--- src/hw/rtl/weod_pkg.sv ---
package weod_pkg;

  localparam int ENERGY_W   = 47;
  localparam int POS_W      = 32;
  localparam int WLEN_W     = 16;
  localparam int CC_W       = 2;
  localparam int CFG_IDX_W  = 2;
  localparam int CFG_DATA_W = 47;

  localparam int MAX_CHANNELS_DEF = 2;
  localparam int SAMPLE_BITS_DEF  = 16;

  localparam logic [CFG_IDX_W-1:0] REG_WINDOW_LENGTH    = 2'd0;
  localparam logic [CFG_IDX_W-1:0] REG_ENERGY_THRESHOLD = 2'd1;
  localparam logic [CFG_IDX_W-1:0] REG_CHANNEL_COUNT    = 2'd2;

  localparam logic [WLEN_W-1:0]   WINDOW_LENGTH_RST    = 16'd4410;
  localparam logic [ENERGY_W-1:0] ENERGY_THRESHOLD_RST = 47'd64424509440;
  localparam logic [CC_W-1:0]     CHANNEL_COUNT_RST    = 2'd2;

  localparam logic [ENERGY_W-1:0] ENERGY_MAX = {ENERGY_W{1'b1}};

  // One frame's window state on its way from the window accumulator to the detector.
  typedef struct packed {
    logic                clr;
    logic                done;
    logic [ENERGY_W-1:0] energy;
    logic [POS_W-1:0]    pos;
  } weod_win_t;

  typedef struct packed {
    logic v2;
    logic v3;
  } weod_occ_t;

endpackage

--- src/hw/rtl/weod_lane.sv ---
module weod_lane #(
  parameter int SAMPLE_BITS = weod_pkg::SAMPLE_BITS_DEF
) (
  input  logic                         clk,
  input  logic                         load_i,
  input  logic                         act_i,
  input  logic signed [SAMPLE_BITS-1:0] sample_i,
  output logic [2*SAMPLE_BITS-1:0]     sq_o
);

  logic signed [2*SAMPLE_BITS-1:0] prod;
  logic [2*SAMPLE_BITS-1:0]        sq_r;
  logic [2*SAMPLE_BITS-1:0]        sq_nxt;

  // The square of the most negative code is still positive at twice the width.
  assign prod   = (2*SAMPLE_BITS)'(sample_i) * (2*SAMPLE_BITS)'(sample_i);
  assign sq_nxt = act_i ? unsigned'(prod) : '0;

  always_ff @(posedge clk) begin
    if (load_i) begin
      sq_r <= sq_nxt;
    end
  end

  assign sq_o = sq_r;

endmodule

--- src/hw/rtl/weod_window.sv ---
module weod_window #(
  parameter int LANES       = weod_pkg::MAX_CHANNELS_DEF,
  parameter int SAMPLE_BITS = weod_pkg::SAMPLE_BITS_DEF
) (
  input  logic                          clk,
  input  logic                          rst_n,
  input  logic [2*SAMPLE_BITS-1:0]      sq_i [LANES],
  input  logic                          v1_i,
  input  logic                          last1_i,
  input  logic                          ld2_i,
  input  logic                          ld3_i,
  input  logic [weod_pkg::WLEN_W-1:0]   window_length_i,
  output weod_pkg::weod_occ_t           occ_o,
  output weod_pkg::weod_win_t           win_o
);

  localparam int SQ_W   = 2 * SAMPLE_BITS;
  localparam int SUM_W  = SQ_W + $clog2(LANES + 1);
  localparam int EW     = weod_pkg::ENERGY_W;
  localparam int ACC_W  = (SUM_W > EW ? SUM_W : EW) + 1;
  localparam int WL_W   = weod_pkg::WLEN_W;
  localparam int PW     = weod_pkg::POS_W;

  logic                v2_r;
  logic                last2_r;
  logic [SUM_W-1:0]    fe2_r;
  logic [SUM_W-1:0]    fe_nxt;

  logic                v3_r;
  weod_pkg::weod_win_t win_r;
  weod_pkg::weod_win_t win_nxt;

  logic [EW-1:0]       sum_r;
  logic [EW-1:0]       sum_nxt;
  logic [WL_W-1:0]     frames_r;
  logic [WL_W-1:0]     frames_nxt;
  logic [PW-1:0]       pos_r;
  logic [PW-1:0]       pos_nxt;

  logic [WL_W-1:0]     len;
  logic [WL_W:0]       count;
  logic                done;
  logic [ACC_W-1:0]    acc;
  logic [EW-1:0]       energy;
  logic                move;

  // Merge the lane squares of one frame.
  always_comb begin
    fe_nxt = '0;
    for (int i = 0; i < LANES; i++) begin
      fe_nxt = fe_nxt + SUM_W'(sq_i[i]);
    end
  end

  assign len    = (window_length_i == '0) ? WL_W'(1) : window_length_i;
  assign count  = {1'b0, frames_r} + (WL_W + 1)'(1);
  assign done   = count >= {1'b0, len};
  assign acc    = ACC_W'(sum_r) + ACC_W'(fe2_r);
  assign energy = (acc > ACC_W'(weod_pkg::ENERGY_MAX)) ? weod_pkg::ENERGY_MAX : acc[EW-1:0];
  assign move   = v2_r && ld3_i;

  always_comb begin
    sum_nxt        = sum_r;
    frames_nxt     = frames_r;
    pos_nxt        = pos_r;
    win_nxt.clr    = 1'b0;
    win_nxt.done   = 1'b0;
    win_nxt.energy = energy;
    win_nxt.pos    = pos_r;
    if (last2_r) begin
      // The frame marked last drops its window and restarts the stream.
      sum_nxt     = '0;
      frames_nxt  = '0;
      pos_nxt     = '0;
      win_nxt.clr = 1'b1;
    end else if (done) begin
      sum_nxt      = '0;
      frames_nxt   = '0;
      pos_nxt      = pos_r + PW'(count);
      win_nxt.done = 1'b1;
    end else begin
      sum_nxt    = energy;
      frames_nxt = count[WL_W-1:0];
    end
  end

  always_ff @(posedge clk) begin
    if (!rst_n) begin
      v2_r     <= 1'b0;
      v3_r     <= 1'b0;
      sum_r    <= '0;
      frames_r <= '0;
      pos_r    <= '0;
    end else begin
      if (ld2_i) begin
        v2_r <= v1_i;
      end
      if (ld3_i) begin
        v3_r <= v2_r;
      end
      if (move) begin
        sum_r    <= sum_nxt;
        frames_r <= frames_nxt;
        pos_r    <= pos_nxt;
      end
    end
  end

  always_ff @(posedge clk) begin
    if (ld2_i && v1_i) begin
      fe2_r   <= fe_nxt;
      last2_r <= last1_i;
    end
    if (move) begin
      win_r <= win_nxt;
    end
  end

  assign occ_o.v2 = v2_r;
  assign occ_o.v3 = v3_r;
  assign win_o    = win_r;

endmodule

--- src/hw/rtl/weod_detect.sv ---
module weod_detect (
  input  logic                          clk,
  input  logic                          rst_n,
  input  logic                          v3_i,
  input  weod_pkg::weod_win_t           win_i,
  input  logic [weod_pkg::ENERGY_W-1:0] energy_threshold_i,
  input  logic                          out_stall_i,
  output logic                          en_out_o,
  output logic                          out_valid_o,
  output logic [weod_pkg::POS_W-1:0]    onset_position_o,
  output logic [weod_pkg::ENERGY_W-1:0] onset_energy_o
);

  localparam int EW = weod_pkg::ENERGY_W;

  logic [EW-1:0]             prev_r;
  logic                      has_prev_r;
  logic                      out_valid_r;
  logic [weod_pkg::POS_W-1:0] pos_r;
  logic [EW-1:0]             energy_r;

  logic [EW:0]               diff;
  logic                      rise;
  logic                      fire;
  logic                      take;

  // A negative difference shows in the top bit; otherwise it must beat the threshold.
  assign diff     = {1'b0, win_i.energy} - {1'b0, prev_r};
  assign rise     = !diff[EW] && (diff[EW-1:0] > energy_threshold_i);
  assign en_out_o = !out_valid_r || !out_stall_i;
  assign take     = v3_i && en_out_o;
  assign fire     = take && !win_i.clr && win_i.done && has_prev_r && rise;

  always_ff @(posedge clk) begin
    if (!rst_n) begin
      out_valid_r <= 1'b0;
      prev_r      <= '0;
      has_prev_r  <= 1'b0;
    end else begin
      if (en_out_o) begin
        out_valid_r <= fire;
      end
      if (take) begin
        if (win_i.clr) begin
          prev_r     <= '0;
          has_prev_r <= 1'b0;
        end else if (win_i.done) begin
          prev_r     <= win_i.energy;
          has_prev_r <= 1'b1;
        end
      end
    end
  end

  always_ff @(posedge clk) begin
    if (fire) begin
      pos_r    <= win_i.pos;
      energy_r <= win_i.energy;
    end
  end

  assign out_valid_o      = out_valid_r;
  assign onset_position_o = pos_r;
  assign onset_energy_o   = energy_r;

endmodule

--- src/hw/rtl/windowed_energy_onset_detector.sv ---
// A result passes the lane, merged frame, window and output registers in that order.
// Throughput: one item per cycle unless stalled; the accumulator adds one frame per cycle.
// Lanes square the channel samples, a merge stage sums them, the detector compares windows.
// The output register stalls; at most three more items are taken before the input stalls.
// Reset is synchronous and active low: it clears the window state, the previous window
// and the output, and returns the configuration registers to their reset values.
module windowed_energy_onset_detector #(
  parameter int MAX_CHANNELS = weod_pkg::MAX_CHANNELS_DEF,
  parameter int SAMPLE_BITS  = weod_pkg::SAMPLE_BITS_DEF
) (
  input  logic                            clk,
  input  logic                            rst_n,
  input  logic                            in_valid,
  output logic                            in_stall,
  input  logic signed [SAMPLE_BITS-1:0]   in_left_sample,
  input  logic signed [SAMPLE_BITS-1:0]   in_right_sample,
  input  logic                            in_last_frame,
  output logic                            out_valid,
  input  logic                            out_stall,
  output logic [weod_pkg::POS_W-1:0]      out_onset_position,
  output logic [weod_pkg::ENERGY_W-1:0]   out_onset_energy,
  input  logic                            cfg_valid,
  output logic                            cfg_ready,
  input  logic [weod_pkg::CFG_IDX_W-1:0]  cfg_index,
  input  logic [weod_pkg::CFG_DATA_W-1:0] cfg_data
);

  // Only two sample fields exist, so no more than two lanes are ever built.
  localparam int LANES = (MAX_CHANNELS < 2) ? MAX_CHANNELS : 2;

  logic [weod_pkg::WLEN_W-1:0]   window_length_r;
  logic [weod_pkg::ENERGY_W-1:0] energy_threshold_r;
  logic [weod_pkg::CC_W-1:0]     channel_count_r;

  logic                     v1_r;
  logic                     last1_r;
  logic                     ld1;
  logic                     ld2;
  logic                     ld3;
  logic                     en_out;
  logic                     accept;
  logic [2*SAMPLE_BITS-1:0] sq [LANES];
  weod_pkg::weod_occ_t      occ;
  weod_pkg::weod_win_t      win;

  assign cfg_ready = 1'b1;

  always_ff @(posedge clk) begin
    if (!rst_n) begin
      window_length_r    <= weod_pkg::WINDOW_LENGTH_RST;
      energy_threshold_r <= weod_pkg::ENERGY_THRESHOLD_RST;
      channel_count_r    <= weod_pkg::CHANNEL_COUNT_RST;
    end else if (cfg_valid && cfg_ready) begin
      case (cfg_index)
        weod_pkg::REG_WINDOW_LENGTH:    window_length_r    <= cfg_data[weod_pkg::WLEN_W-1:0];
        weod_pkg::REG_ENERGY_THRESHOLD: energy_threshold_r <= cfg_data[weod_pkg::ENERGY_W-1:0];
        weod_pkg::REG_CHANNEL_COUNT:    channel_count_r    <= cfg_data[weod_pkg::CC_W-1:0];
        default: ;
      endcase
    end
  end

  // Each stage takes a new item when it is empty or its item moves on.
  assign ld3      = !occ.v3 || en_out;
  assign ld2      = !occ.v2 || ld3;
  assign ld1      = !v1_r || ld2;
  assign in_stall = !ld1;
  assign accept   = in_valid && ld1;

  always_ff @(posedge clk) begin
    if (!rst_n) begin
      v1_r <= 1'b0;
    end else if (ld1) begin
      v1_r <= in_valid;
    end
  end

  always_ff @(posedge clk) begin
    if (accept) begin
      last1_r <= in_last_frame;
    end
  end

  for (genvar i = 0; i < LANES; i++) begin : g_lane
    weod_lane #(
      .SAMPLE_BITS(SAMPLE_BITS)
    ) u_lane (
      .clk     (clk),
      .load_i  (accept),
      .act_i   (channel_count_r > weod_pkg::CC_W'(i)),
      .sample_i(i == 0 ? in_left_sample : in_right_sample),
      .sq_o    (sq[i])
    );
  end

  weod_window #(
    .LANES      (LANES),
    .SAMPLE_BITS(SAMPLE_BITS)
  ) u_window (
    .clk            (clk),
    .rst_n          (rst_n),
    .sq_i           (sq),
    .v1_i           (v1_r),
    .last1_i        (last1_r),
    .ld2_i          (ld2),
    .ld3_i          (ld3),
    .window_length_i(window_length_r),
    .occ_o          (occ),
    .win_o          (win)
  );

  weod_detect u_detect (
    .clk               (clk),
    .rst_n             (rst_n),
    .v3_i              (occ.v3),
    .win_i             (win),
    .energy_threshold_i(energy_threshold_r),
    .out_stall_i       (out_stall),
    .en_out_o          (en_out),
    .out_valid_o       (out_valid),
    .onset_position_o  (out_onset_position),
    .onset_energy_o    (out_onset_energy)
  );

endmodule

--- config.mk ---
export PLATFORM = sky130hd
export DESIGN_NAME = windowed_energy_onset_detector
export DESIGN_NICKNAME = d
export VERILOG_FILES = /design/src/hw/rtl/weod_pkg.sv /design/src/hw/rtl/weod_lane.sv /design/src/hw/rtl/weod_window.sv /design/src/hw/rtl/weod_detect.sv /design/src/hw/rtl/windowed_energy_onset_detector.sv
export SDC_FILE = /design/constraint.sdc
export NUM_CORES = 2
export LEC_CHECK = 0
export ABC_AREA = 1
export BUFFER_PORTS_ARGS = -buffer_cell sky130_fd_sc_hd__buf_2
export CORE_ASPECT_RATIO = 0.5
export CORE_MARGIN = 5
export CORE_UTILIZATION = 55
export DETAILED_ROUTE_END_ITERATION = 16
export GPL_TIMING_DRIVEN = 1
export PLACE_DENSITY = 0.76
export REMOVE_ABC_BUFFERS = 1
export SLEW_MARGIN = 40
export SYNTH_ARGS = -nofsm -noshare
export SYNTH_HDL_FRONTEND = slang
export SYNTH_HIERARCHICAL = 1
export SYNTH_SLANG_ARGS = --single-unit
--- constraint.sdc ---
create_clock -name clk -period 13.6 [get_ports clk]
set_clock_uncertainty 0.2 [all_clocks]
set_input_delay 2.72 -clock clk [delete_from_list [all_inputs] [get_ports clk]]
set_output_delay 2.72 -clock clk [all_outputs]
set_load 0.005 [all_outputs]
=== Yosys cells after proc, flatten, opt, wreduce, memory -nomap -nowiden ===
Index checks and enable logic that the tools add are counted.

* Add/sub/neg operators: 5
* Multiply operators: 2
* $lt $le $gt $ge: 5
* Eq/ne operators: 2
* Mux-type cells: 14
* Reductions and logical operators: 30

{| class="wikitable"
|+ Operator list
! kind !! number
|-
| 2-to-1 mux 47 bit || 5
|-
| multiplier 16 x 16 -> 32 bit || 2
|-
| 2-to-1 mux 32 bit || 2
|-
| adder 47 x 34 -> 48 bit || 1
|-
| > comparator 48 x 47 -> 1 bit, second input constant || 1
|-
| 2-to-1 mux 16 bit || 3
|-
| subtractor 47 x 47 -> 48 bit || 1
|-
| > comparator 47 bit || 1
|-
| adder 32 x 32 -> 33 bit || 1
|-
| adder 32 x 17 -> 32 bit || 1
|-
| adder 16 x 1 -> 17 bit, second input constant || 1
|-
| >= comparator 17 x 16 -> 1 bit || 1
|-
| zero test 16 bit || 1
|-
| AND reduction 2 bit || 5
|-
| logical AND 1 bit || 9
|-
| zero test 1 bit || 8
|-
| > comparator 2 x 1 -> 1 bit, second input constant || 2
|-
| logical OR 1 bit || 4
|-
| 2-to-1 mux 1 bit || 4
|-
| nonzero test 2 bit || 2
|-
| == test 2 x 1 -> 1 bit, second input constant || 1
|-
| == test 2 bit, second input constant || 1
|-
| zero test 2 bit || 1
|}

* Flip-flop bits (word level): 472
* Word-level logic and storage cells: 81

=== Longest topological paths before layout ===
* Depth after elaboration: 7
* Gate-level depth with buffers: 29
* Depth with buffers taken out: 27

=== By module ===
The synthesis kept the hierarchy.

{| class="wikitable"
|+ Modules (own cells, without submodules)
! module !! instances !! cells each !! area each (um^2)
|-
| weod_window || 1 || 2228 || 15351.0
|-
| weod_lane at g_lane[0].u_lane || 1 || 1411 || 11105.7
|-
| weod_lane at g_lane[1].u_lane || 1 || 1408 || 10988.0
|-
| weod_detect || 1 || 1218 || 9116.2
|-
| windowed_energy_onset_detector || 1 || 413 || 2742.6
|}

=== Least setup slack after synthesis ===
No wires, ideal clock.

* Path kind: input -> register
* From: input in_left_sample[6]
* To: register g_lane[0].u_lane.sq_r[30], data pin
* Setup time: 0.255 ns
* Arrival: 8.350 ns
* Data required time: 13.145 ns
* Path slack: 4.795 ns
* Stages on the path: 22
* Path through: clkbuf_1 > clkbuf_1 > nand2_1 > fa_1 > inv_1 > fa_1 > inv_1 > fa_1 > inv_1 > fa_1 > inv_1 > fa_1 > fa_1 > inv_1 > ha_1 > inv_1 > nor3_1 > nand2_1 > nor3_2 > nand2_1 > a21oi_1 > nor2_1

* Word-level cells in the longest chain between the ends: 1

{| class="wikitable"
|+ RTL lines
! what !! line !! source
|-
| from (decl) || windowed_energy_onset_detector.sv:15 || <nowiki>input logic signed [SAMPLE_BITS-1:0] in_left_sample,</nowiki>
|-
| multiplier 16 x 16 -> 32 bit || weod_lane.sv:16 || <nowiki>assign prod = (2*SAMPLE_BITS)'(sample_i) * (2*SAMPLE_BITS)'(sample_i);</nowiki>
|-
| to (signal assigned) || weod_lane.sv:21 || <nowiki>sq_r <= sq_nxt;</nowiki>
|-
| to (decl) || weod_lane.sv:12 || <nowiki>logic [2*SAMPLE_BITS-1:0] sq_r;</nowiki>
|}

No other way between the ends.
A chain may end at the register's enable or synchronous reset.

=== Worst setup path in the final report ===
* From: input in_left_sample[15]
* To: register g_lane[0].u_lane.sq_r[30], data pin

The elaborated chain is that of the path after synthesis.

==> flow_summary.json <==
{
  "timing.final.crit_share": 0.639,
  "post-cts-setup-buffer-count": 0,
  "worstPathMaxFanout": 24,
  "synthesis.area_per_instance_um2": 7.38,
  "io-pin-count": 169,
  "reg2reg_setup_slack_ns": 8.34,
  "maxSlewHeadroom": 0.483,
  "placeable_core_region_um2": 88600,
  "rr_endpoint": "u_detect/onset_energy_o[30]$_DFFE_PP_",
  "cp_data_arrival_time_ns": 8.84,
  "die_w_um": 433,
  "post_route_cells_drive_above_1_share": 0.0648,
  "route.detailed.vias_per_inst": 5.11,
  "end_kind": "flip-flop",
  "synth_async_sr_flop_share": 0,
  "port_buffers": 167,
  "flow.area_growth_from_synthesis_pct": 6.75,
  "finish.utilization": 0.594,
  "synth_sequential_area_ratio": 0.243,
  "tritoncts_clock_tree": "built",
  "min-delay-start": "u_window/win_o[17]$_DFFE_PP_",
  "timing.max_cap.violations": 0,
  "layout.cells.most_common": "sky130_fd_sc_hd__nand2_1",
  "synth_ff_type": "sky130_fd_sc_hd__edfxtp_1",
  "die-area_um2": 96100,
  "postSynthCellCount": 6678,
  "most-common-layout-cells": "sky130_fd_sc_hd__nand2_1 (1776), sky130_fd_sc_hd__inv_1 (1549), sky130_fd_sc_hd__nor2_1 (566)",
  "fp-row-count": 77,
  "startpoint_type": "input pin",
  "cts_buffers": 46,
  "cts.path.max_buffers": 3,
  "grt_start_max_net_pins": 114,
  "drtIter0Drc": 3232,
  "antenna_found_initial": 1,
  "route.final.wire_length_um": 124000,
  "gr-total-overflow": 0,
  "reg2regPathDepth": 19,
  "timing.final.max_slew_violations": 0,
  "worst_hold_path.num_cells": 0,
  "fin_hold_ws_ns": 0.201,
  "worst-setup-path-type": "in -> reg",
  "postRouteAntennaNets": 0,
  "yosys_warnings": 6,
  "reg2reg_launch_point": "u_window/win_o[51]$_DFFE_PP_",
  "min-delay-path-class": "reg -> reg",
  "place.gp.congestion": 0.995,
  "tightest_slew_ns": 0.773,
  "synthesis.area_um2": 49300,
  "timing.critical_path.required_ns": 13.74,
  "gr-usage-all-layers": 0.257,
  "status": "finished clean",
  "vias_in_the_first_global_route": 39100,
  "postCtsResizedCells": 0,
  "setup_total_negative_slack_ns": 0,
  "routed_wire_length_per_instance_um": 15.5,
  "num_vias": 40800,
  "ctsHtreeMaxLevel": 2,
  "report.final.setup_viol": 0,
  "setup_repair_after_global_routing_missed_its_margin": "no",
  "dp.final_hpwl_um": 101000,
  "clk_latency_ns": 0.61,
  "cts.root.buffer_cell": "sky130_fd_sc_hd__clkbuf_16",
  "die_h_um": 222,
  "drt_drc_violations_left": 0,
  "numClockSinks": 469,
  "timing.hold.worst_endpoint": "u_detect/onset_position_o[17]$_DFFE_PP_",
  "achievable-frequency_ghz": 0.115,
  "synth_top_area_cell": "sky130_fd_sc_hd__fa_1",
  "number_of_fill_cells": 8158,
  "synthDistinctLibCells": 56,
  "initial_core_util": 0.556,
  "hold_fix_buffers_cts": 0,
  "synth_seq_cells": 469,
  "post_synth_main_area_contributors": "sky130_fd_sc_hd__fa_1 (19%), sky130_fd_sc_hd__edfxtp_1 (16%), sky130_fd_sc_hd__nand2_1 (14%), sky130_fd_sc_hd__inv_1 (12%), sky130_fd_sc_hd__ha_1 (9.4%)",
  "synth_enable_flop_cells": 257,
  "synth_largest_type_area_fraction": 0.192,
  "nets": 7682,
  "drt_pass1_iterations": 6,
  "clkTransAtPathRegs_ns": 0.06,
  "hold_viol_final": 0,
  "finalWorstPathRequiredPeriod_ns": 8.69,
  "global_route_wire_length_before_repair_um": 201000
}
==> synth_stat cells (21+ instances only) <==
master                     count
sky130_fd_sc_hd__inv_1      1552
sky130_fd_sc_hd__o21bai_1     31
sky130_fd_sc_hd__xor2_1       67
sky130_fd_sc_hd__nand4_1      70
sky130_fd_sc_hd__o21ai_0     121
sky130_fd_sc_hd__nor3_1       40
sky130_fd_sc_hd__clkbuf_1    102
sky130_fd_sc_hd__xnor2_1      51
sky130_fd_sc_hd__nand2_1    1776
sky130_fd_sc_hd__nand2_2      45
sky130_fd_sc_hd__nor2_2       33
sky130_fd_sc_hd__a21oi_1     358
sky130_fd_sc_hd__o21a_1       21
sky130_fd_sc_hd__nand3_1     284
sky130_fd_sc_hd__fa_1        472
sky130_fd_sc_hd__ha_1        371
sky130_fd_sc_hd__nor2_1      568
sky130_fd_sc_hd__nand3_2      34
sky130_fd_sc_hd__edfxtp_1    257
sky130_fd_sc_hd__buf_2        23
sky130_fd_sc_hd__dfxtp_1     212
==> flip-flops by register name, summed over array words and instances (netlist names) <==
name,flops
u_window/v2_r,1
u_window/last2_r,1
u_detect/has_prev_r,1
channel_count_r,2
u_window/v3_r,1
v1_r,1
g_lane.u_lane/sq_o,62
u_detect/onset_position_o,32
u_window/fe2_r,33
window_length_r,16
energy_threshold_r,47
u_detect/onset_energy_o,47
last1_r,1
u_window/frames_r,16
u_detect/out_valid_o,1
u_window/sum_r,47
u_detect/prev_r,47
u_window/pos_r,32
u_window/win_o,81
==> worst max path at each step <==
stage                  startpoint                                 endpoint  depth (start not counted)
4_1_cts        in_left_sample[15]  g_lane[0].u_lane/sq_o[30]$_SDFFCE_PN0P_                         21
3_5_place_dp   in_left_sample[15]  g_lane[0].u_lane/sq_o[30]$_SDFFCE_PN0P_                         21
3_3_place_gp   in_left_sample[15]  g_lane[0].u_lane/sq_o[30]$_SDFFCE_PN0P_                         21
2_1_floorplan           out_stall          u_window/pos_r[10]$_SDFFE_PN0P_                          9
6_report       in_left_sample[15]  g_lane[0].u_lane/sq_o[30]$_SDFFCE_PN0P_                         21
5_1_grt        in_left_sample[15]  g_lane[0].u_lane/sq_o[30]$_SDFFCE_PN0P_                         21
==> metrics by stage <==
| stage | worst slack (ns) | cells | area [um2] |
|---|---|---|---|
| finish | 4.91 | 7976 | 52600 |
| global route | 4.47 | 7976 | 52600 |
| CTS | 4.95 | 7975 | 52600 |
| detailed placement | 4.40 | 7889 | 51100 |
| global placement | 4.45 | 7888 | 51000 |
| floorplan | 4.66 | 6521 | 48600 |
==> kinds of logic (layout without fill, tap and decap cells) <==
family / Yosys count / in the layout / share of synthesized area
xor gates and xnor gates: 118 / 118 / 0.0210
DFF: 469 / 469 / 0.243
and+or+nand+nor: 2918 / 2918 / 0.248
buffers and inverters: 1727 / 1839 / 0.135
adders and majority gates: 843 / 843 / 0.286
AOI/OAI and AO/OA: 600 / 600 / 0.0680
other: 3 / 4 / 0.000228
==> layer usage <==
metal	vias up	part of all wire	global-route usage
li1	20500	-	-
met1	18800	0.45	0.367
met2	1243	0.45	0.413
met3	217	0.065	0.0281
met4	0	0.031	0.0772
met5	-	0	0
==> worst max-delay path, stage by stage <==
cell and delay, ns:
sky130_fd_sc_hd__buf_2 0.40, sky130_fd_sc_hd__nand2_1 0.17, sky130_fd_sc_hd__fa_1 0.60, sky130_fd_sc_hd__inv_1 0.08, sky130_fd_sc_hd__fa_1 0.88, sky130_fd_sc_hd__inv_1 0.23, sky130_fd_sc_hd__fa_1 0.66, sky130_fd_sc_hd__inv_1 0.11
sky130_fd_sc_hd__fa_1 0.53, sky130_fd_sc_hd__inv_1 0.06, sky130_fd_sc_hd__fa_1 0.50, sky130_fd_sc_hd__fa_1 0.54, sky130_fd_sc_hd__inv_1 0.04, sky130_fd_sc_hd__ha_1 0.33, sky130_fd_sc_hd__inv_1 0.08, sky130_fd_sc_hd__nor3_1 0.30
sky130_fd_sc_hd__nand2_1 0.14, sky130_fd_sc_hd__a21oi_1 0.18, sky130_fd_sc_hd__nor2_1 0.08, sky130_fd_sc_hd__a21oi_1 0.13, sky130_fd_sc_hd__nor2_1 0.06
==> area by class of cell <==
class | instances | area [um2] | area share
Multi-Input combinational cell | 4482 | 30700 | 0.584
Timing Repair Buffer | 183 | 978 | 0.0186
Tap cell | 1185 | 1480 | 0.0282
Sequential cell | 469 | 12000 | 0.227
Clock inverter | 24 | 292 | 0.00554
Clock buffer | 62 | 1270 | 0.0242
Inverter | 1570 | 5910 | 0.112
Antenna cell | 1 | 2.50 | 0.0000475
Power is left out: the tool's default activity adds up to more than one toggle a clock period on the data nets, which glitch-free logic cannot reach.
